===== src/rtl/mesh_xy_link_load_table_defines.svh =====
// ---------------------------------------------------------------------------
// Assertion macros for the mesh XY link load table.
// Each macro wraps a clocked implication with the block's reset as disable.
// ---------------------------------------------------------------------------
`ifndef MESH_XY_LINK_LOAD_TABLE_DEFINES_SVH
`define MESH_XY_LINK_LOAD_TABLE_DEFINES_SVH

// Same-cycle implication.
`define MXL_ASSERT_NOW(lbl, ante, cons, msg) \
  lbl: assert property (@(posedge clk) disable iff (rst) (ante) |-> (cons)) \
    else $error(msg);

// Next-cycle implication.
`define MXL_ASSERT_NEXT(lbl, ante, cons, msg) \
  lbl: assert property (@(posedge clk) disable iff (rst) (ante) |=> (cons)) \
    else $error(msg);

`endif


===== src/rtl/mxl_ram.sv =====
// ---------------------------------------------------------------------------
// Generic simple dual-port RAM
// One write port and one read port with registered read data.
// ---------------------------------------------------------------------------
module mxl_ram #(
  parameter int WIDTH = 32,
  parameter int DEPTH = 64,
  localparam int AW = $clog2(DEPTH)
) (
  input  logic             clk,
  input  logic             we,
  input  logic [AW-1:0]    waddr,
  input  logic [WIDTH-1:0] wdata,
  input  logic [AW-1:0]    raddr,
  output logic [WIDTH-1:0] rdata
);

  logic [WIDTH-1:0] mem [DEPTH];

  always_ff @(posedge clk) begin
    if (we) begin
      mem[waddr] <= wdata;
    end
    rdata <= mem[raddr];
  end

endmodule


===== config.mk =====
export PLATFORM = sky130hd
export DESIGN_NAME = mxl_ram
export DESIGN_NICKNAME = d
export VERILOG_FILES = /design/src/rtl/mesh_xy_link_load_table_defines.svh /design/src/rtl/mxl_ram.sv
export SDC_FILE = /design/constraint.sdc
export NUM_CORES = 2
export LEC_CHECK = 0
export ABC_AREA = 1
export BUFFER_PORTS_ARGS = -buffer_cell sky130_fd_sc_hd__buf_2
export CORE_MARGIN = 2
export CORE_UTILIZATION = 55
export DETAILED_ROUTE_END_ITERATION = 6
export HOLD_SLACK_MARGIN = 0.05
export PLACE_DENSITY_LB_ADDON = 0.2
export SLEW_MARGIN = 5
export SYNTH_ARGS = -nofsm -noshare
export SYNTH_HDL_FRONTEND = slang
export SYNTH_SLANG_ARGS = --single-unit

===== constraint.sdc =====
create_clock -name clk -period 7.8 [get_ports clk]
set_input_delay 0.78 -clock clk [delete_from_list [all_inputs] [get_ports clk]]
set_output_delay 0.78 -clock clk [all_outputs]
set_load 0.03 [all_outputs]

* After elaboration in Yosys (flattened, before gate mapping)
Memory sizes are Yosys's and may differ from the RTL's. A register that Yosys moved wholly into a read port is not among the register bits.
Cells that the tools add are included.
** Storage, ports and cells
- Bits in registers :: 0
- Word-level logic and storage cells :: 3
- Output and inout port bits :: 32
- RAM bits :: 2048
- Input bits :: 46
- Memories kept :: 1
** Operators by class
- Multiplexer cells :: 2
** Memories
- mem :: words 64, width 32, rd ports 1, clocked after Yosys merged registers in 1, wr ports 1, RTL line mxl_ram.sv:18 : logic [WIDTH-1:0] mem [DEPTH];
** Operators by type and width (count)
- $mux 1 :: 2

* Logic depth before layout (Yosys ltp)
- Depth after elaboration :: 2
- Depth in mapped cells :: 13
- Depth with buffers taken out :: 9

* Worst setup path before layout
No wires, ideal clock.
- Path kind :: input -> register
- Start point :: in we
- End point :: mem mem[48][0] (enable)
- Required time :: 7.298 ns
- Arrival :: 4.408 ns
- Path buffers :: 1
- Path slack :: 2.890 ns
- Stages on the path :: 3
- Library setup time :: 0.502 ns
- Path through :: clkbuf_1 -> nand4_1 -> nor4_1
** On the way
- Cells in the longest elaborated chain, start to end :: 2
** RTL lines
- from (decl) :: RTL line mxl_ram.sv:11 : input logic we,
- $mux 1 :: RTL line mxl_ram.sv:21 : if (we) begin
- $mux 1 (implied by the code) :: RTL line mxl_ram.sv:22 : mem[waddr] <= wdata;
- to (decl) :: RTL line mxl_ram.sv:18
No other way between the ends.

==> metrics <==
met1 Resource Use GR 43.2%; share of Yosys cell area claimed by the top area cell type 74.3%; critical path depth in cells 11; gr busiest metal met2; Worst Setup SP raddr[1]; Tot GR Track Use 31.3%; PD cells 256 mW/mm2; CP startpoint kind primary input; grt ovf 0; setup TNS 0 ns; Die Width 392 um; Rows 142; fin crit period 3.60 ns; HP Class primary input to flip-flop; count leader, synth nand2_1; synth cell count leaders nand2_1 (2248), edfxtp_1 (2048), nand3_1 (1907), buf_2 (282), clkbuf_1 (77); setup bufs post-CTS 0; fmax 278 MHz; met3 Use GR 7.65%; static leakage 32.1 nW; post-DR wirelength/cell 27.0 um; async set or reset register ratio after synthesis 0%; ranking of synthesized cells by area edfxtp_1 (74%), nand3_1 (12%), nand2_1 (10%); most frequent CP cell nand3_1; Synthesized Nets 6815; Area Growth Syn to Fin 10.8%; buffers plus inverters on the worst setup path 4; Syn Std Cell Area 0.0827 mm2; outcome finished, final reports clean; vias in the first global route 50715; # hold bufs at CTS 0; initial drt markers 7693; TritonCTS Sinks 2080; Slew Limit Fails 0; H-tree levels 4; Core Util, Final 61.3%; Yosys reg bits 2080; full die area 0.154 mm2; Tightest Pin Transition 1.23 ns; crit-path max cell delay 0.85 ns; layout cell share with drive strength beyond 1 8.16%; synth unique cells 16; critical path arrival 4.29 ns; FF-to-FF End rdata[3]$_DFF_P_; initial antenna violation count 19; Root Buffer clkbuf_16; antenna-violating nets left 0; crit-path leading delay family buffers and inverters; cell taking the most area after synthesis edfxtp_1; Num CTS Buffers 199; critical path class primary input to flip-flop; Post-Route WL 241000 um; Die Ht 392 um; io pins 78; drc violations 0; Initial Util 55.3%; CP required 8.50 ns; Critical Path Fanout Max 72; Placeable Area 0.150 mm2; port bufs 77; nature of the critical path endpoint flip-flop; worst ir drop on vdd 0.263 mV; GRT met2 Usage 47.9%; Slew Limit Headroom 18.1%; Seq/Total Area, Yosys 75.1%; YS warnings 0; Reg clk slew, reported paths 0.06 ns; Layout Skew 0.0398 ns; Top FF cell, synth edfxtp_1; crit path max-delay cell type buf_4; Critical Path End rdata[3]$_DFF_P_; length in cells of the worst reg-to-reg path 8; reg-to-reg setup timing slack 5.99 ns; Final Hold Viols 0; # nets final 6789; Syn Inst Count 6769; critical path, cell by cell buf_8 > buf_4 > buf_4 > buf_4 > nand3_1 > nand3_1 > nand3_1 > nand3_1 > nand2_1 > nand2_1 > nand2_1; final setup violation count 0; GPL Wtd Cong 0.893; RSZ-0062 raised after global routing false; detailed placement HPWL 121000 um; worst hold margin 0.572 ns; CTS tree built; global-route wire length before repair 347000 um; Worst R2R Start mem[25][3]$_DFFE_PP_; clk_lat worst skew 0.84 ns; vias per inst 6.07; max-cap viol count 0; DR vias 54229; DR pass1 iterations 6; syn_area_per_cell 12.2 um2; final period utilization 46.1%; post_cts resized 0; Post-synth EDFFs 2048; largest net degree at the start of global routing 191; Max clock buf depth 3
registers in the layout, indices dropped and copies added, names as in the netlist:
name	count
rdata	32
mem	2048
cells in the final DEF, fill, tap and decap left out:
cell,instances
buf_12,13
buf_2,72
buf_4,133
buf_6,1
buf_8,3
bufinv_16,20
clkbuf_1,43
clkbuf_16,204
clkbuf_8,6
clkinv_1,52
clkinv_2,25
clkinv_4,1
clkinv_8,3
clkinvlp_4,6
dfxtp_1,32
diode_2,7
edfxtp_1,2048
inv_1,6
inv_16,1
inv_2,2
inv_6,8
inv_8,2
nand2_1,2248
nand3_1,1907
nand4_1,9
nor2_4,56
nor4_2,8
final cells by class:
class	count	area [um2]
multi-input cells	4228	18800
fillers	11421	58000
clock inverters	114	1080
repair buffers	222	1680
inverters	12	81.3
well taps	2016	2520
flip-flops and latches	2080	62100
clock buffers	253	5350
diodes	7	17.5
power breakdown:
part | internal, mW | total [mW] | switching (mW)
clock | 5.49 | 9.56 | 4.07
sequential | 12.4 | 12.4 | 0.0474
combinational | 0.321 | 1.46 | 1.14
worst min-delay path by stage:
stage	startpoint	to	slack (ns)	depth (start not counted)
after floorplan	mem[14][0]$_DFFE_PP_	rdata[0]$_DFF_P_	0.72	8
after global placement	mem[10][16]$_DFFE_PP_	rdata[16]$_DFF_P_	0.75	8
after detailed placement	mem[10][16]$_DFFE_PP_	rdata[16]$_DFF_P_	0.76	8
after CTS	raddr[4]	rdata[4]$_DFF_P_	0.52	5
after global routing	raddr[4]	rdata[16]$_DFF_P_	0.60	6
final	raddr[4]	rdata[4]$_DFF_P_	0.57	5
cell families after synthesis:
family                 count (synthesis)  share of synthesized area [%]
DFF                                 2080                           75.1
buffers and inverters                461                           2.78
and+or+nand+nor                     4228                           22.1
worst min-delay path, delay by kind of cell:
kind	cells	cell delay, ns
buffers and inverters	2	0.29
AND/OR/NAND/NOR	3	0.29
metrics by stage:
step           std cells  setup WS [ns]  cell area [um2]  power, mW
3_5_place_dp        8558           3.46            85200       14.1
3_3_place_gp        8558           3.54            85200       14.1
5_1_grt             8925           4.08            91600       24.0
2_1_floorplan       6769           2.89            82700       13.4
4_1_cts             8925           4.35            91600       23.5
6_report            8932           4.20            91600       23.4
metal layers:
layer	up-vias	wire length [um]
li1	24083	-
met1	26502	91500
met2	3097	110000
met3	521	29200
met4	26	10400
met5	-	223
(Power assumes the default switching activity.)
