### src/rtl/mesh_xy_link_load_table_defines.svh
// ---------------------------------------------------------------------------
// Assertion macros for the mesh XY link load table.
// Each macro wraps a clocked implication with the block's reset as disable.
// ---------------------------------------------------------------------------
`ifndef MESH_XY_LINK_LOAD_TABLE_DEFINES_SVH
`define MESH_XY_LINK_LOAD_TABLE_DEFINES_SVH

// Same-cycle implication.
`define MXL_ASSERT_NOW(lbl, ante, cons, msg) \
  lbl: assert property (@(posedge clk) disable iff (rst) (ante) |-> (cons)) \
    else $error(msg);

// Next-cycle implication.
`define MXL_ASSERT_NEXT(lbl, ante, cons, msg) \
  lbl: assert property (@(posedge clk) disable iff (rst) (ante) |=> (cons)) \
    else $error(msg);

`endif

### src/rtl/mxl_pkg.sv
// ---------------------------------------------------------------------------
// Mesh XY link load table package
// Mesh size, link table layout, item kinds and inter-module structs.
// ---------------------------------------------------------------------------
package mxl_pkg;

  localparam int MESH_X = 8;
  localparam int MESH_Y = 8;

  localparam int COORD_W = 3;
  localparam int LOAD_W  = 32;

  localparam int H_DEPTH = (MESH_X - 1) * MESH_Y;
  localparam int V_DEPTH = MESH_X * (MESH_Y - 1);

  // All four link tables share one memory, one region after another.
  localparam int RIGHT_BASE  = 0;
  localparam int LEFT_BASE   = H_DEPTH;
  localparam int UP_BASE     = 2 * H_DEPTH;
  localparam int DOWN_BASE   = 2 * H_DEPTH + V_DEPTH;
  localparam int TOTAL_DEPTH = 2 * H_DEPTH + 2 * V_DEPTH;
  localparam int ADDR_W      = $clog2(TOTAL_DEPTH);

  typedef logic [ADDR_W-1:0]  addr_t;
  typedef logic [COORD_W-1:0] coord_t;
  typedef logic [LOAD_W-1:0]  load_t;

  typedef enum logic [1:0] {
    KIND_ADD    = 2'd0,
    KIND_REMOVE = 2'd1,
    KIND_QUERY  = 2'd2,
    KIND_NONE   = 2'd3
  } kind_t;

  typedef struct packed {
    logic   start;
    coord_t sx;
    coord_t sy;
    coord_t dx;
    coord_t dy;
  } walk_cmd_t;

  typedef struct packed {
    logic  issue;
    addr_t addr;
  } walk_stat_t;

  function automatic logic coord_bad(coord_t sx, coord_t sy, coord_t dx, coord_t dy);
    logic b;
    b = ({29'd0, sx} >= 32'(MESH_X)) || ({29'd0, dx} >= 32'(MESH_X)) ||
        ({29'd0, sy} >= 32'(MESH_Y)) || ({29'd0, dy} >= 32'(MESH_Y));
    return b;
  endfunction

endpackage

### src/rtl/mxl_walk.sv
// ---------------------------------------------------------------------------
// XY route walker
// Issues the table address of one route link per cycle, x links first.
// ---------------------------------------------------------------------------
module mxl_walk (
  input  logic               clk,
  input  logic               rst,
  input  mxl_pkg::walk_cmd_t cmd,
  output mxl_pkg::walk_stat_t stat
);

  mxl_pkg::coord_t cnt_x;
  mxl_pkg::coord_t cnt_y;
  mxl_pkg::addr_t  xaddr;
  mxl_pkg::addr_t  yaddr;

  logic            x_fwd;
  logic            y_fwd;
  mxl_pkg::coord_t xlo;
  mxl_pkg::coord_t ylo;
  mxl_pkg::coord_t x_hops;
  mxl_pkg::coord_t y_hops;
  mxl_pkg::addr_t  x_base;
  mxl_pkg::addr_t  y_base;

  always_comb begin
    x_fwd  = cmd.sx < cmd.dx;
    y_fwd  = cmd.sy < cmd.dy;
    xlo    = x_fwd ? cmd.sx : cmd.dx;
    ylo    = y_fwd ? cmd.sy : cmd.dy;
    x_hops = x_fwd ? (cmd.dx - cmd.sx) : (cmd.sx - cmd.dx);
    y_hops = y_fwd ? (cmd.dy - cmd.sy) : (cmd.sy - cmd.dy);
    x_base = (x_fwd ? mxl_pkg::addr_t'(mxl_pkg::RIGHT_BASE)
                    : mxl_pkg::addr_t'(mxl_pkg::LEFT_BASE))
           + mxl_pkg::addr_t'(xlo) * mxl_pkg::addr_t'(mxl_pkg::MESH_Y)
           + mxl_pkg::addr_t'(cmd.sy);
    y_base = (y_fwd ? mxl_pkg::addr_t'(mxl_pkg::UP_BASE)
                    : mxl_pkg::addr_t'(mxl_pkg::DOWN_BASE))
           + mxl_pkg::addr_t'(cmd.dx) * mxl_pkg::addr_t'(mxl_pkg::MESH_Y - 1)
           + mxl_pkg::addr_t'(ylo);
  end

  assign stat.issue = (cnt_x != '0) || (cnt_y != '0);
  assign stat.addr  = (cnt_x != '0) ? xaddr : yaddr;

  always_ff @(posedge clk) begin
    if (rst) begin
      cnt_x <= '0;
      cnt_y <= '0;
    end else if (cmd.start) begin
      cnt_x <= x_hops;
      cnt_y <= y_hops;
      xaddr <= x_base;
      yaddr <= y_base;
    end else if (cnt_x != '0) begin
      cnt_x <= cnt_x - mxl_pkg::coord_t'(1);
      xaddr <= xaddr + mxl_pkg::addr_t'(mxl_pkg::MESH_Y);
    end else if (cnt_y != '0) begin
      cnt_y <= cnt_y - mxl_pkg::coord_t'(1);
      yaddr <= yaddr + mxl_pkg::addr_t'(1);
    end
  end

endmodule
### config.mk
export PLATFORM = sky130hd
export DESIGN_NAME = mxl_walk
export DESIGN_NICKNAME = d
export VERILOG_FILES = /design/src/rtl/mesh_xy_link_load_table_defines.svh /design/src/rtl/mxl_pkg.sv /design/src/rtl/mxl_walk.sv
export SDC_FILE = /design/constraint.sdc
export NUM_CORES = 1
export LEC_CHECK = 0
export CAP_MARGIN = 20
export CELL_PAD_IN_SITES_DETAIL_PLACEMENT = 1
export CELL_PAD_IN_SITES_GLOBAL_PLACEMENT = 1
export CORE_ASPECT_RATIO = 0.7
export CORE_MARGIN = 3
export CORE_UTILIZATION = 50
export CTS_CLUSTER_SIZE = 8
export DETAILED_ROUTE_END_ITERATION = 10
export DONT_BUFFER_PORTS = 1
export PLACE_DENSITY = 0.85
export SKIP_LAST_GASP = 1
export SYNTH_ARGS = -nofsm -noshare
export SYNTH_HDL_FRONTEND = slang
export SYNTH_SLANG_ARGS = --single-unit
### constraint.sdc
create_clock -name clk -period 3.6 [get_ports clk]
set_input_delay 0.54 -clock clk [delete_from_list [all_inputs] [get_ports clk]]
set_output_delay 0.54 -clock clk [all_outputs]
set_load 0.005 [all_outputs]
# --- Word level (Yosys, flattened, before mapping) ---
# Index checks and enable logic that the tools add are counted.
word_totals:
  in_bits: 15
  elab_cells: 46
  reg_bits: 22
  out_inout_bits: 9
op_classes:
  magnitude_cmp: 2
  multipliers: 1
  n_mux: 17
  n_reduce_logical: 8
  addsub: 12
  bitwise: 1
  n_eq_ne: 1
ops:
  columns: ["cell", "count"]
  rows:
  - ["8-bit 2-to-1 mux", 7]
  - ["3-bit 2-to-1 mux", 9]
  - ["3-bit subtractor", 4]
  - ["7-bit by 3-bit adder with 8-bit output", 1]
  - ["8-bit by 1-bit adder with 8-bit output (second input constant)", 1]
  - ["8-bit by 3-bit adder with 8-bit output", 1]
  - ["8-bit by 4-bit adder with 8-bit output (second input constant)", 1]
  - ["8-bit by 6-bit adder with 8-bit output", 1]
  - ["6-bit by 6-bit adder with 7-bit output", 1]
  - ["3-bit < comparator", 2]
  - ["3-bit by 3-bit multiplier with 6-bit output (second input constant)", 1]
  - ["6-bit 2-to-1 mux", 1]
  - ["3-bit nonzero test", 2]
  - ["3-bit by 1-bit subtractor with 3-bit output (second input constant)", 2]
  - ["2-bit AND reduction", 2]
  - ["2-bit nonzero test", 2]
  - ["3-bit AND reduction", 1]
  - ["2-bit != test (second input constant)", 1]
  - ["1-bit logical OR", 1]
  - ["1-bit NOT", 1]

# --- Depth between registers and ports, before layout ---
# Gate-level depths: netlist (run 1).
depth:
  depth_word: 5
  mapped_depth: 14
  ltp_nobuf: 13

# --- Worst setup path before layout (run 1) ---
# No wires, ideal clock.
synth_timing:
  path_type: "input to register"
  start: "input cmd[2] (netlist name)"
  end: "register yaddr[7], data pin"
  t_required_ps: 3327
  slack_ps: 349
  arrival_time_ps: 2978
  n_path_buf: 1
  cell_stages: 14
  setup_ps: 273
  path_cell_list: "inv_1 -> ha_1 -> a21oi_2 -> and2_4 -> buf_6 -> nand2_1 -> o21ai_0 -> ha_1 -> ha_1 -> fa_1 -> a21o_1 -> a211o_1 -> nor3_1 -> a21oi_1"
synth_via:
  elab_chain_len: 5
  word_cells_on_any_way: 6
  cone_classes: "2 x add/sub; 1 x order compare; 3 x mux"
synth_rtl:
  columns: ["item", "line_no", "source"]
  rows:
  - ["start: declaration", "mxl_walk.sv:8", "input mxl_pkg::walk_cmd_t cmd,"]
  - ["3-bit < comparator", "mxl_walk.sv:28", "y_fwd = cmd.sy < cmd.dy;"]
  - ["8-bit 2-to-1 mux", "mxl_walk.sv:37", "y_base = (y_fwd ? mxl_pkg::addr_t'(mxl_pkg::UP_BASE)"]
  - ["8-bit by 6-bit adder with 8-bit output", "mxl_walk.sv:39", "+ mxl_pkg::addr_t'(cmd.dx) * mxl_pkg::addr_t'(mxl_pkg::MESH_Y - 1)"]
  - ["8-bit by 3-bit adder with 8-bit output (*)", "mxl_walk.sv:40", "+ mxl_pkg::addr_t'(ylo);"]
  - ["8-bit 2-to-1 mux (*)", "mxl_walk.sv:50", "end else if (cmd.start) begin"]
  - ["end signal: assignment", "mxl_walk.sv:54", "yaddr <= y_base;"]
  - ["end signal: assignment", "mxl_walk.sv:60", "yaddr <= yaddr + mxl_pkg::addr_t'(1);"]
  - ["end: declaration", "mxl_walk.sv:15", "mxl_pkg::addr_t yaddr;"]
# Every way passes the cells marked *; elsewhere a longest branch is shown, timed or not.
# A chain may end at the register's enable or synchronous reset.

# --- Worst setup path after layout (run 1) ---
# Same ends and word-level chain as after synthesis.

==> flow_metrics.env, run 1 <==
export IMPL_status="finished, final reports clean"
export IMPL_io_buffers=0
export IMPL_synth_seq_area_share_pct=28.88
export IMPL_cp_depth=13
export IMPL_grt_use_met2_pct=40.53
export IMPL_rows=18
export IMPL_finish_utilization_pct=58.15
export IMPL_grt_total_usage_pct=23.44
export IMPL_min_period_over_period_pct=88.57
export IMPL_clock_sinks=22
export IMPL_grt_max_degree=23
export IMPL_setup_slack_ps=411.4
export IMPL_layoutNonFillerInstCount=261
export IMPL_cap_violations=0
export IMPL_synth_common_cells="ha_1 (25), inv_1 (21), edfxtp_1 (16), mux2_2 (13), nor2_1 (13)"
export IMPL_final_net_count=260
export IMPL_antenna_found_initial=0
export IMPL_final_max_slew_viol_count=0
export IMPL_syn_to_final_growth_pct=5.175
export IMPL_via_count=1570
export IMPL_setup_tns_ps=0
export IMPL_placedCellCount=257
export IMPL_synth_most_common_cell="ha_1"
export IMPL_cts_tree="done"
export IMPL_grt_pass1_wl_mm=9.025
export IMPL_initial_core_util_pct=55.29
export IMPL_rsz0062_at_grt="no"
export IMPL_hold_viol_final=0
export IMPL_grt_pass1_vias=1744
export IMPL_async_flop_share_pct=0
export IMPL_cpMaxStageDelayCell="fa_1"
export IMPL_clk_latency_ps=270
export IMPL_h_tree_depth=1
export IMPL_syn_area_per_cell_sq_um=9.809
export IMPL_grt_met3_usage_pct=6.198
export IMPL_cts_path_max_buffers=2
export IMPL_final_seq_area_sq_um=600.6
export IMPL_syn_area_sq_um=2079
export IMPL_drt_total_wl_mm=5.449
export IMPL_drc_errors=0
export IMPL_totalPowerFinal_uw=1030
export IMPL_min_path_type="in -> reg"
export IMPL_worst_pin_slew_ps=725.3
export IMPL_grt_busiest_layer="met2"
export IMPL_place_gp_congestion=0.9004
export IMPL_grt_use_met1_pct=30.03
export IMPL_synth_cell_type_count=44
export IMPL_synth_edf_count=16
export IMPL_dieArea_sq_um=4981
export IMPL_overflow=0
export IMPL_die_h_um=59.96
export IMPL_ys_flop_type="edfxtp_1"
export IMPL_cts_buffers=3
export IMPL_crit_path_start_kind="input port"
export IMPL_fin_crit_ps=3189
export IMPL_dp_slack_ps=135.6
export IMPL_clk_transition_reported_paths_ps=90
export IMPL_diodes=0
export IMPL_dp_hpwl_mm=3.968
export IMPL_max_freq_mhz=313.6
export IMPL_worstPathArrival_ps=3200
export IMPL_cp_max_fo=8
export IMPL_ioPinCount=24
export IMPL_setup_violations=0
export IMPL_crit_chain="inv_1 -> ha_1 -> a21oi_2 -> and2_4 -> nand2_1 -> o21ai_0 -> ha_1 -> ha_1 -> fa_1 -> a21o_1 -> a211o_1 -> nor3_1 -> a21oi_1"
export IMPL_core_sq_um=3761
export IMPL_ctsHoldBuffers=0
export IMPL_multiInputGateArea_sq_um=1366
export IMPL_reg2reg_depth=7
export IMPL_synth_top_cell_area_share_pct=23.10
export IMPL_yosys_warnings=0
export IMPL_drive_gt1_share_pct=11.85
export IMPL_drt_initial_drc_count=91
export IMPL_hold_depth=1
export IMPL_synth_seq_cells=22
export IMPL_power_density_nw_per_um2=471.0
export IMPL_via_per_inst=6.015
export IMPL_cts_resized=0
export IMPL_post_cts_buffers=0
export IMPL_path_common_cell="ha_1"
export IMPL_worstSetupEndpointType="flip-flop"
export IMPL_wl_per_cell_um=20.88
export IMPL_vdd_ir_drop_max_uv=259.5
export IMPL_crit_type="in -> reg"
export IMPL_ant_nets=0
export IMPL_cts_root_buf="clkbuf_8"
export IMPL_p_leak_uw=0.0009323
export IMPL_required_ps=3610
export IMPL_drt_pass1_iter_count=4
export IMPL_synthCells=212
export IMPL_yosys_area_top_type="edfxtp_1"
export IMPL_synth_nets=260
export IMPL_n_fill_cell=421
export IMPL_skew_ps=3.792
export IMPL_die_w_um=83.08
export IMPL_max_stage_delay_ps=420
export IMPL_relSlewSlack_pct=51.47
export IMPL_critical_path_top_delay_family="adder cells"
export IMPL_critPathBufInv=1
export IMPL_synth_area_leaders="edfxtp_1 (23%), ha_1 (15%), fa_1 (7.7%), mux2_2 (7.0%), dfxtp_1 (5.8%)"
[layout make-up]
type / count / share of cell area (%)
clock inverter: 1 / 1.373
clock buffer: 3 / 1.888
multi-input combinational: 163 / 62.47
sequential: 22 / 27.46
inverter: 21 / 3.604
tap: 50 / 2.860
timing repair buffer: 1 / 0.3432
[placed cells by master, fill, tap and decap left out, types with 2 or more instances in the layout]
| cell type | count |
|---|---|
| and2_1 | 3 |
| nor2_1 | 13 |
| a211oi_1 | 4 |
| fa_1 | 8 |
| mux2i_1 | 3 |
| xor2_1 | 12 |
| ha_1 | 25 |
| xnor2_1 | 5 |
| edfxtp_1 | 16 |
| o21ai_0 | 10 |
| a21oi_1 | 7 |
| a311oi_1 | 2 |
| nand2_1 | 11 |
| nand3_1 | 9 |
| a211o_1 | 2 |
| nor3_1 | 3 |
| nor2b_1 | 5 |
| mux2_2 | 13 |
| inv_1 | 21 |
| a31oi_1 | 2 |
| o22ai_1 | 2 |
| clkbuf_8 | 3 |
| and3_1 | 2 |
| o31ai_1 | 3 |
| or2_2 | 2 |
| dfxtp_1 | 6 |
| a21o_1 | 2 |
[worst paths after layout]
path	start	end	slack, ps
min reg2reg	cnt_y[0]	cnt_y[0]	580
max reg2reg	cnt_x[0]	yaddr[2]	1410
max	cmd[2]	yaddr[7]	410
min	rst	cnt_x[0]	330
[cell families after synthesis]
group / share of synthesized area, %
mux: 9.206
fa+ha+maj: 22.74
flops: 28.88
simple gates: 13.78
buf+inv: 5.415
xor+xnor: 7.160
compound gates: 12.82
[power by group]
group	switching (uW)	total [uW]	internal [uW]
Sequential	34.9	359	324
Clock	89.6	238	149
Combinational	236	433	197
[state kept, by name, summed over array words and instances, names as in the netlist]
| signal | count |
|---|---|
| cnt_x | 3 |
| cnt_y | 3 |
| xaddr | 8 |
| yaddr | 8 |
[worst register-to-register path, cell delays in order (launching register included)]
cell	delay [ps]
dfxtp_1	310
inv_1	100
ha_1	180
nor2b_1	140
buf_4	260
nor2b_4	230
nor2_1	60
nor2_1	550
[stage by stage]
stage	hold WS, ps	instance area [sq um]
after global placement	555.9	2116
final	330.2	2187
after floorplan	510.6	2079
after CTS	333.7	2187
after detailed placement	563.4	2116
after global routing	321.3	2187
[routing by layer]
| layer | up-vias | wire length, um |
|---|---|---|
| li1 | 748 | - |
| met1 | 774 | 2542 |
| met2 | 40 | 2578 |
| met3 | 8 | 262 |
| met4 | 0 | 66 |
| met5 | - | 0 |
Note: power is estimated with default switching activity, not from simulation.
==> run 2: changes to the inputs <==
--- a/config.mk
+++ b/config.mk
@@ -8,7 +8,5 @@
 export CAP_MARGIN = 20
-export CELL_PAD_IN_SITES_DETAIL_PLACEMENT = 1
-export CELL_PAD_IN_SITES_GLOBAL_PLACEMENT = 1
 export CORE_ASPECT_RATIO = 0.7
 export CORE_MARGIN = 3
-export CORE_UTILIZATION = 50
+export CORE_UTILIZATION = 55
 export CTS_CLUSTER_SIZE = 8
@@ -16,3 +14,4 @@
 export DONT_BUFFER_PORTS = 1
-export PLACE_DENSITY = 0.85
+export MAX_ROUTING_LAYER = met4
+export PLACE_DENSITY = 0.75
 export SKIP_LAST_GASP = 1
==> constraint.sdc (replaced) <==
create_clock -name clk -period 3.6 [get_ports clk]
set_input_delay 0.18 -clock clk [delete_from_list [all_inputs] [get_ports clk]]
set_output_delay 0.18 -clock clk [all_outputs]
set_load 0.005 [all_outputs]
==> run 2 against run 1 <==
  * Via count decreased by 3.3%
  * Largest cell class unchanged
  * Sequential power shrank 1%
  * Sequential share of layout area is 0.13 points lower
  * Global-route usage is 2.6 points lower
  * Wire length decreased by 22%
  * Cell count up 0.38%
  * Die area is 8.3% lower
  * Non-clock buffer count is 1 higher
  * Design area is 0.46% higher
  * Clock skew grew 2.8 ps
  * Fmax increased by 15%
  * Clock power is 3% lower
==> flow_metrics.env, run 2 (same netlist as run 1, synthesis figures left out) <==
export IMPL_ioPinCount=24
export IMPL_grt_pass1_vias=1482
export IMPL_drive_gt1_share_pct=11.79
export IMPL_die_h_um=57.45
export IMPL_cp_max_fo=8
export IMPL_ant_nets=0
export IMPL_min_period_over_period_pct=77.22
export IMPL_wl_per_cell_um=16.26
export IMPL_setup_tns_ps=0
export IMPL_cts_tree="done"
export IMPL_hold_viol_final=0
export IMPL_drt_initial_drc_count=130
export IMPL_power_density_nw_per_um2=453.8
export IMPL_path_common_cell="ha_1"
export IMPL_internal_power_uw=667.6
export IMPL_final_net_count=261
export IMPL_initial_core_util_pct=58.07
export IMPL_worstPathArrival_ps=2780
export IMPL_grt_max_degree=23
export IMPL_diodes=0
export IMPL_final_max_slew_viol_count=0
export IMPL_swShare_pct=33.04
export IMPL_setup_violations=0
export IMPL_power_frac_clock_pct=23.0
export IMPL_n_fill_cell=301
export IMPL_rsz0062_at_grt="no"
export IMPL_grt_pass1_wl_mm=7.189
export IMPL_overflow=0
export IMPL_final_cell_mix="ha_1 (25), inv_1 (21), edfxtp_1 (16)"
export IMPL_dieArea_sq_um=4567
export IMPL_crit_chain="inv_1 -> ha_1 -> a21oi_2 -> and2_4 -> nand2_1 -> o21ai_0 -> ha_1 -> ha_1 -> fa_1 -> a21o_1 -> a211o_1 -> nor3_1 -> a21oi_1"
export IMPL_layoutNonFillerInstCount=262
export IMPL_final_common_cell="ha_1"
export IMPL_dp_hpwl_mm=3.363
export IMPL_worst_pin_slew_ps=710.1
export IMPL_hp_start="cmd[12]"
export IMPL_required_ps=3600
export IMPL_post_cts_buffers=0
export IMPL_clk_transition_reported_paths_ps=80
export IMPL_worstSetupEndpointType="flip-flop"
export IMPL_clk_latency_ps=260
export IMPL_skew_ps=6.617
export IMPL_fin_crit_ps=2780
export IMPL_core_sq_um=3581
export IMPL_rows=18
export IMPL_via_per_inst=5.794
export IMPL_dp_slack_ps=552.4
export IMPL_status="finished, final reports clean"
export IMPL_setup_slack_ps=820.2
export IMPL_ctsHoldBuffers=1
export IMPL_cts_root_buf="clkbuf_8"
export IMPL_antenna_found_initial=0
export IMPL_pwr_share_seq_pct=35.5
export IMPL_die_w_um=79.50
export IMPL_cap_violations=0
export IMPL_top_regs="xaddr: 8 flops, yaddr: 8 flops"
export IMPL_h_tree_depth=1
export IMPL_combPwrFrac_pct=41.4
export IMPL_p_leak_uw=0.0009365
export IMPL_drt_pass1_iter_count=4
export IMPL_drt_total_wl_mm=4.259
export IMPL_relSlewSlack_pct=52.48
export IMPL_finalHoldWorstSlack_ps=38.94
export IMPL_cts_buffers=3
export IMPL_cpMaxStageDelayCell="fa_1"
export IMPL_max_freq_mhz=359.7
export IMPL_min_path_type="in -> reg"
export IMPL_startpoint="cmd[2]"
export IMPL_crit_type="in -> reg"
export IMPL_max_stage_delay_ps=420
export IMPL_clock_sinks=22
export IMPL_cts_path_max_buffers=2
export IMPL_placedCellCount=257
export IMPL_totalPowerFinal_uw=997.0
export IMPL_r2r_start="cnt_x[0]"
export IMPL_crit_path_start_kind="input port"
export IMPL_vdd_ir_drop_max_uv=396.0
export IMPL_place_gp_congestion=0.9074
export IMPL_via_count=1518
export IMPL_grt_total_usage_pct=20.86
export IMPL_p_switching_uw=329.4
export IMPL_io_buffers=0
export IMPL_cts_resized=0
export IMPL_drc_errors=0
export IMPL_syn_to_final_growth_pct=5.656
[run 2: cell count changes in the layout (fill, tap and decap cells not counted)]
| cell | delta |
|---|---|
| dlygate4sd3_1 | +1 |
[run 2: power by group through the flow]
stage / clock [uW] / combinational (uW) / sequential, uW
floorplan: 0 / 337 / 350
global placement: 0 / 399 / 358
detailed placement: 0 / 405 / 360
CTS: 236 / 412 / 355
global route: 249 / 463 / 359
finish: 230 / 413 / 354
[run 2: worst paths after layout]
path	endpoint	slack [ps]	depth (start not counted)
hold / removal	cnt_y[2]	40	1
setup / recovery	yaddr[7]	820	13
hold reg to reg	cnt_y[0]	590	2
setup reg to reg	yaddr[7]	1680	6
[run 2: layout make-up]
class,count,area [sq um],share of cell area [%]
Clock buffer,3,41.29,1.879
Inverter,21,78.83,3.588
Tap cell,50,62.56,2.847
Clock inverter,1,30.03,1.367
Sequential cell,22,600.6,27.33
Multi-Input combinational cell,163,1366,62.19
Timing Repair Buffer,2,17.52,0.7973
[run 2: stage by stage]
step / util, % / cell area, sq um
final: 61.36 / 2197
after global routing: 61.36 / 2197
after CTS: 61.36 / 2197
after detailed placement: 59.08 / 2116
after global placement: 59.08 / 2116
after floorplan: - / 2079
[run 2: metal layers]
layer / track usage, % / vias to the layer above / routed length, um
li1: - / 751 / -
met1: 31.85 / 725 / 2206
met4: 2.941 / 0 / 19
met5: - / - / 0
met2: 28.42 / 38 / 1791
met3: 4.890 / 4 / 242
[run 2: critical path, delay by kind of cell]
kind,cells,cell delay (ps)
buffers and inverters,1,20
adders and majority gates,4,1290
AOI/OAI and AO/OA,5,870
and+or+nand+nor,3,410
==> run 3: changes to the inputs <==
Settings changed: ABC_AREA set to 1.
Clock period 3.6 ns to 2.6 ns, I/O delays scaled along.
==> run 3 against run 2 <==
  * Non-clock buffer count is 7 higher
  * Flip-flop and latch count stayed put
  * Wire length is 4.3% lower
  * Critical path type unchanged
  * Largest cell class unchanged
  * Largest power group unchanged
==> flow_metrics.env, run 3 <==
export IMPL_routed_top_layer="met4"
export IMPL_hold_viol_final=0
export IMPL_synthCells=264
export IMPL_yosys_area_top_type="edfxtp_1"
export IMPL_max_freq_mhz=428.8
export IMPL_io_buffers=0
export IMPL_synth_nets=312
export IMPL_ioPinCount=24
export IMPL_crit_chain="inv_1 -> ha_1 -> a21oi_2 -> nand2_2 -> inv_2 -> nand2_1 -> o21ai_1 -> ha_1 -> ha_1 -> fa_1 -> nand2_1 -> nand2_1 -> a21oi_2 -> nand3_1 -> nor2_1 -> a21oi_1"
export IMPL_grt_max_degree=30
export IMPL_rows=17
export IMPL_worstPathArrival_ps=2340
export IMPL_hp_start="cmd[12]"
export IMPL_cts_root_buf="clkbuf_8"
export IMPL_fin_crit_ps=2332
export IMPL_dp_hpwl_mm=3.343
export IMPL_clock_sinks=22
export IMPL_rsz0062_at_grt="no"
export IMPL_post_cts_buffers=0
export IMPL_hold_end="cnt_y[1]"
export IMPL_cts_tree="done"
export IMPL_hold_depth=2
export IMPL_finalHoldWorstSlack_ps=21.11
export IMPL_syn_to_final_growth_pct=7.618
export IMPL_min_path_type="in -> reg"
export IMPL_die_h_um=57.32
export IMPL_vdd_ir_drop_max_uv=387.1
export IMPL_cpMaxStageDelayCell="fa_1"
export IMPL_skew_ps=8.420
export IMPL_reg2reg_depth=7
export IMPL_max_stage_delay_ps=390
export IMPL_synth_common_cells="nand2_1 (68), inv_1 (39), ha_1 (25), o21ai_0 (25)"
export IMPL_synth_seq_cells=22
export IMPL_met1Wirelength_mm=2.090
export IMPL_place_gp_congestion=0.8132
export IMPL_async_flop_share_pct=0
export IMPL_dieArea_sq_um=4546
export IMPL_wl_per_cell_um=12.78
export IMPL_cp_max_fo=4
export IMPL_crit_path_start_kind="input port"
export IMPL_h_tree_depth=1
export IMPL_drt_pass1_iter_count=4
export IMPL_antenna_found_initial=0
export IMPL_placedCellCount=313
export IMPL_crit_type="in -> reg"
export IMPL_worst_pin_slew_ps=487.4
export IMPL_synth_area_leaders="edfxtp_1 (23%), ha_1 (15%), nand2_1 (12%), fa_1 (7.7%), inv_1 (7.1%)"
export IMPL_final_common_cell="nand2_1"
export IMPL_final_net_count=321
export IMPL_clk_latency_ps=260
export IMPL_die_w_um=79.32
export IMPL_synth_edf_count=16
export IMPL_clk_transition_reported_paths_ps=80
export IMPL_relSlewSlack_pct=67.47
export IMPL_cap_violations=0
export IMPL_status="finished, final reports clean"
export IMPL_r2r_start="cnt_x[0]"
export IMPL_min_period_over_period_pct=89.70
export IMPL_drt_initial_drc_count=92
export IMPL_met3WireLength_um=160
export IMPL_cts_buffers=3
export IMPL_drive_gt1_share_pct=7.721
export IMPL_syn_area_per_cell_sq_um=7.839
export IMPL_yosys_warnings=0
export IMPL_synth_seq_area_share_pct=29.02
export IMPL_final_max_slew_viol_count=0
export IMPL_ant_nets=0
export IMPL_via_count=1677
export IMPL_setup_violations=0
export IMPL_ys_flop_type="edfxtp_1"
export IMPL_drc_errors=0
export IMPL_syn_area_sq_um=2069
export IMPL_r2r_end="cnt_x[0]"
export IMPL_r2r_setup_slack_ps=850
export IMPL_synth_top_cell_area_share_pct=23.22
export IMPL_drt_total_wl_mm=4.076
export IMPL_layoutNonFillerInstCount=319
export IMPL_critPathBufInv=2
export IMPL_final_cell_mix="nand2_1 (68), inv_1 (38), ha_1 (25)"
export IMPL_worstSetupEndpointType="flip-flop"
export IMPL_via_per_inst=5.257
export IMPL_grt_total_usage_pct=19.51
export IMPL_critical_path_top_delay_family="adder cells"
export IMPL_synth_most_common_cell="nand2_1"
export IMPL_cts_path_max_buffers=2
export IMPL_required_ps=2600
export IMPL_grt_pass1_vias=1531
export IMPL_synth_cell_type_count=26
export IMPL_power_density_nw_per_um2=523.7
export IMPL_overflow=0
export IMPL_setup_tns_ps=0
export IMPL_grt_pass1_wl_mm=6.851
export IMPL_initial_core_util_pct=61.58
export IMPL_wl_met2_mm=1.804
export IMPL_core_sq_um=3361
export IMPL_p_leak_uw=0.001084
export IMPL_top_regs="xaddr: 8 flops, yaddr: 8 flops"
export IMPL_diodes=0
[run 3: area by class of cell]
class	count	area [sq um]
Timing Repair Buffer	9	72.57
Sequential cell	22	600.6
Fill cell	318	1134
Clock buffer	4	45.04
Multi-Input combinational cell	198	1304
Inverter	39	146.4
Tap cell	47	58.81
[run 3: stage by stage]
step	instance area (sq um)	worst slack, ps	total power (uW)	utilization [%]
2_1_floorplan	2073	1.005	850.9	-
3_3_place_gp	2158	15.62	938.2	64.22
3_5_place_dp	2158	-53.01	949.1	64.22
4_1_cts	2223	231.3	1171	66.16
5_1_grt	2227	30.69	1261	66.27
6_report	2227	267.8	1166	66.27
[run 3: power by group]
group | switching [uW] | leakage (uW) | total (uW) | internal (uW)
registers | 33.9 | 0.000201 | 472 | 438
logic | 288 | 0.000860 | 478 | 190
clock network | 107 | 0.0000228 | 216 | 109
total | 429 | 0.00108 | 1170 | 737
[run 3: kinds of logic after synthesis]
| family | count (synthesis) | share of synthesized area [%] |
|---|---|---|
| XOR/XNOR | 9 | 3.809 |
| adder cells (fa/ha/maj) | 33 | 22.85 |
| flip-flops | 22 | 29.02 |
| buffers and inverters | 44 | 8.343 |
| AO/OA/AOI/OAI | 47 | 13.00 |
| AND/OR/NAND/NOR | 109 | 22.98 |
[run 3: how the worst max path moves through the flow]
| stage | start | endpoint | slack, ps | depth (start not counted) |
|---|---|---|---|---|
| 2_1_floorplan | cmd[2] | yaddr[5] | 1 | 18 |
| 3_3_place_gp | cmd[2] | yaddr[7] | 20 | 16 |
| 3_5_place_dp | cmd[2] | yaddr[7] | -50 | 16 |
| 4_1_cts | cmd[2] | yaddr[7] | 230 | 16 |
| 5_1_grt | cmd[2] | yaddr[5] | 30 | 18 |
| 6_report | cmd[2] | yaddr[7] | 270 | 16 |
[run 3: repair_timing]
action | in CTS | in global routing
setup endpoints to repair | 0 | 2
gates resized for setup | 0 | 2
hold endpoints to repair | 1 | 0
hold buffers | 2 | 0
[run 3: per-layer routing]
| layer | vias up | global-route usage (%) |
|---|---|---|
| li1 | 875 | - |
| met1 | 764 | 27.03 |
| met2 | 34 | 30.22 |
| met3 | 4 | 4.416 |
| met4 | 0 | 2.451 |
| met5 | - | - |
[run 3: worst register-to-register path, delay by kind of cell, from the launching register on]
kind	cells	cell delay, ps
buffers and inverters	2	680
AOI/OAI and AO/OA	3	380
DFF	1	300
adders and majority gates	1	210
and+or+nand+nor	1	120
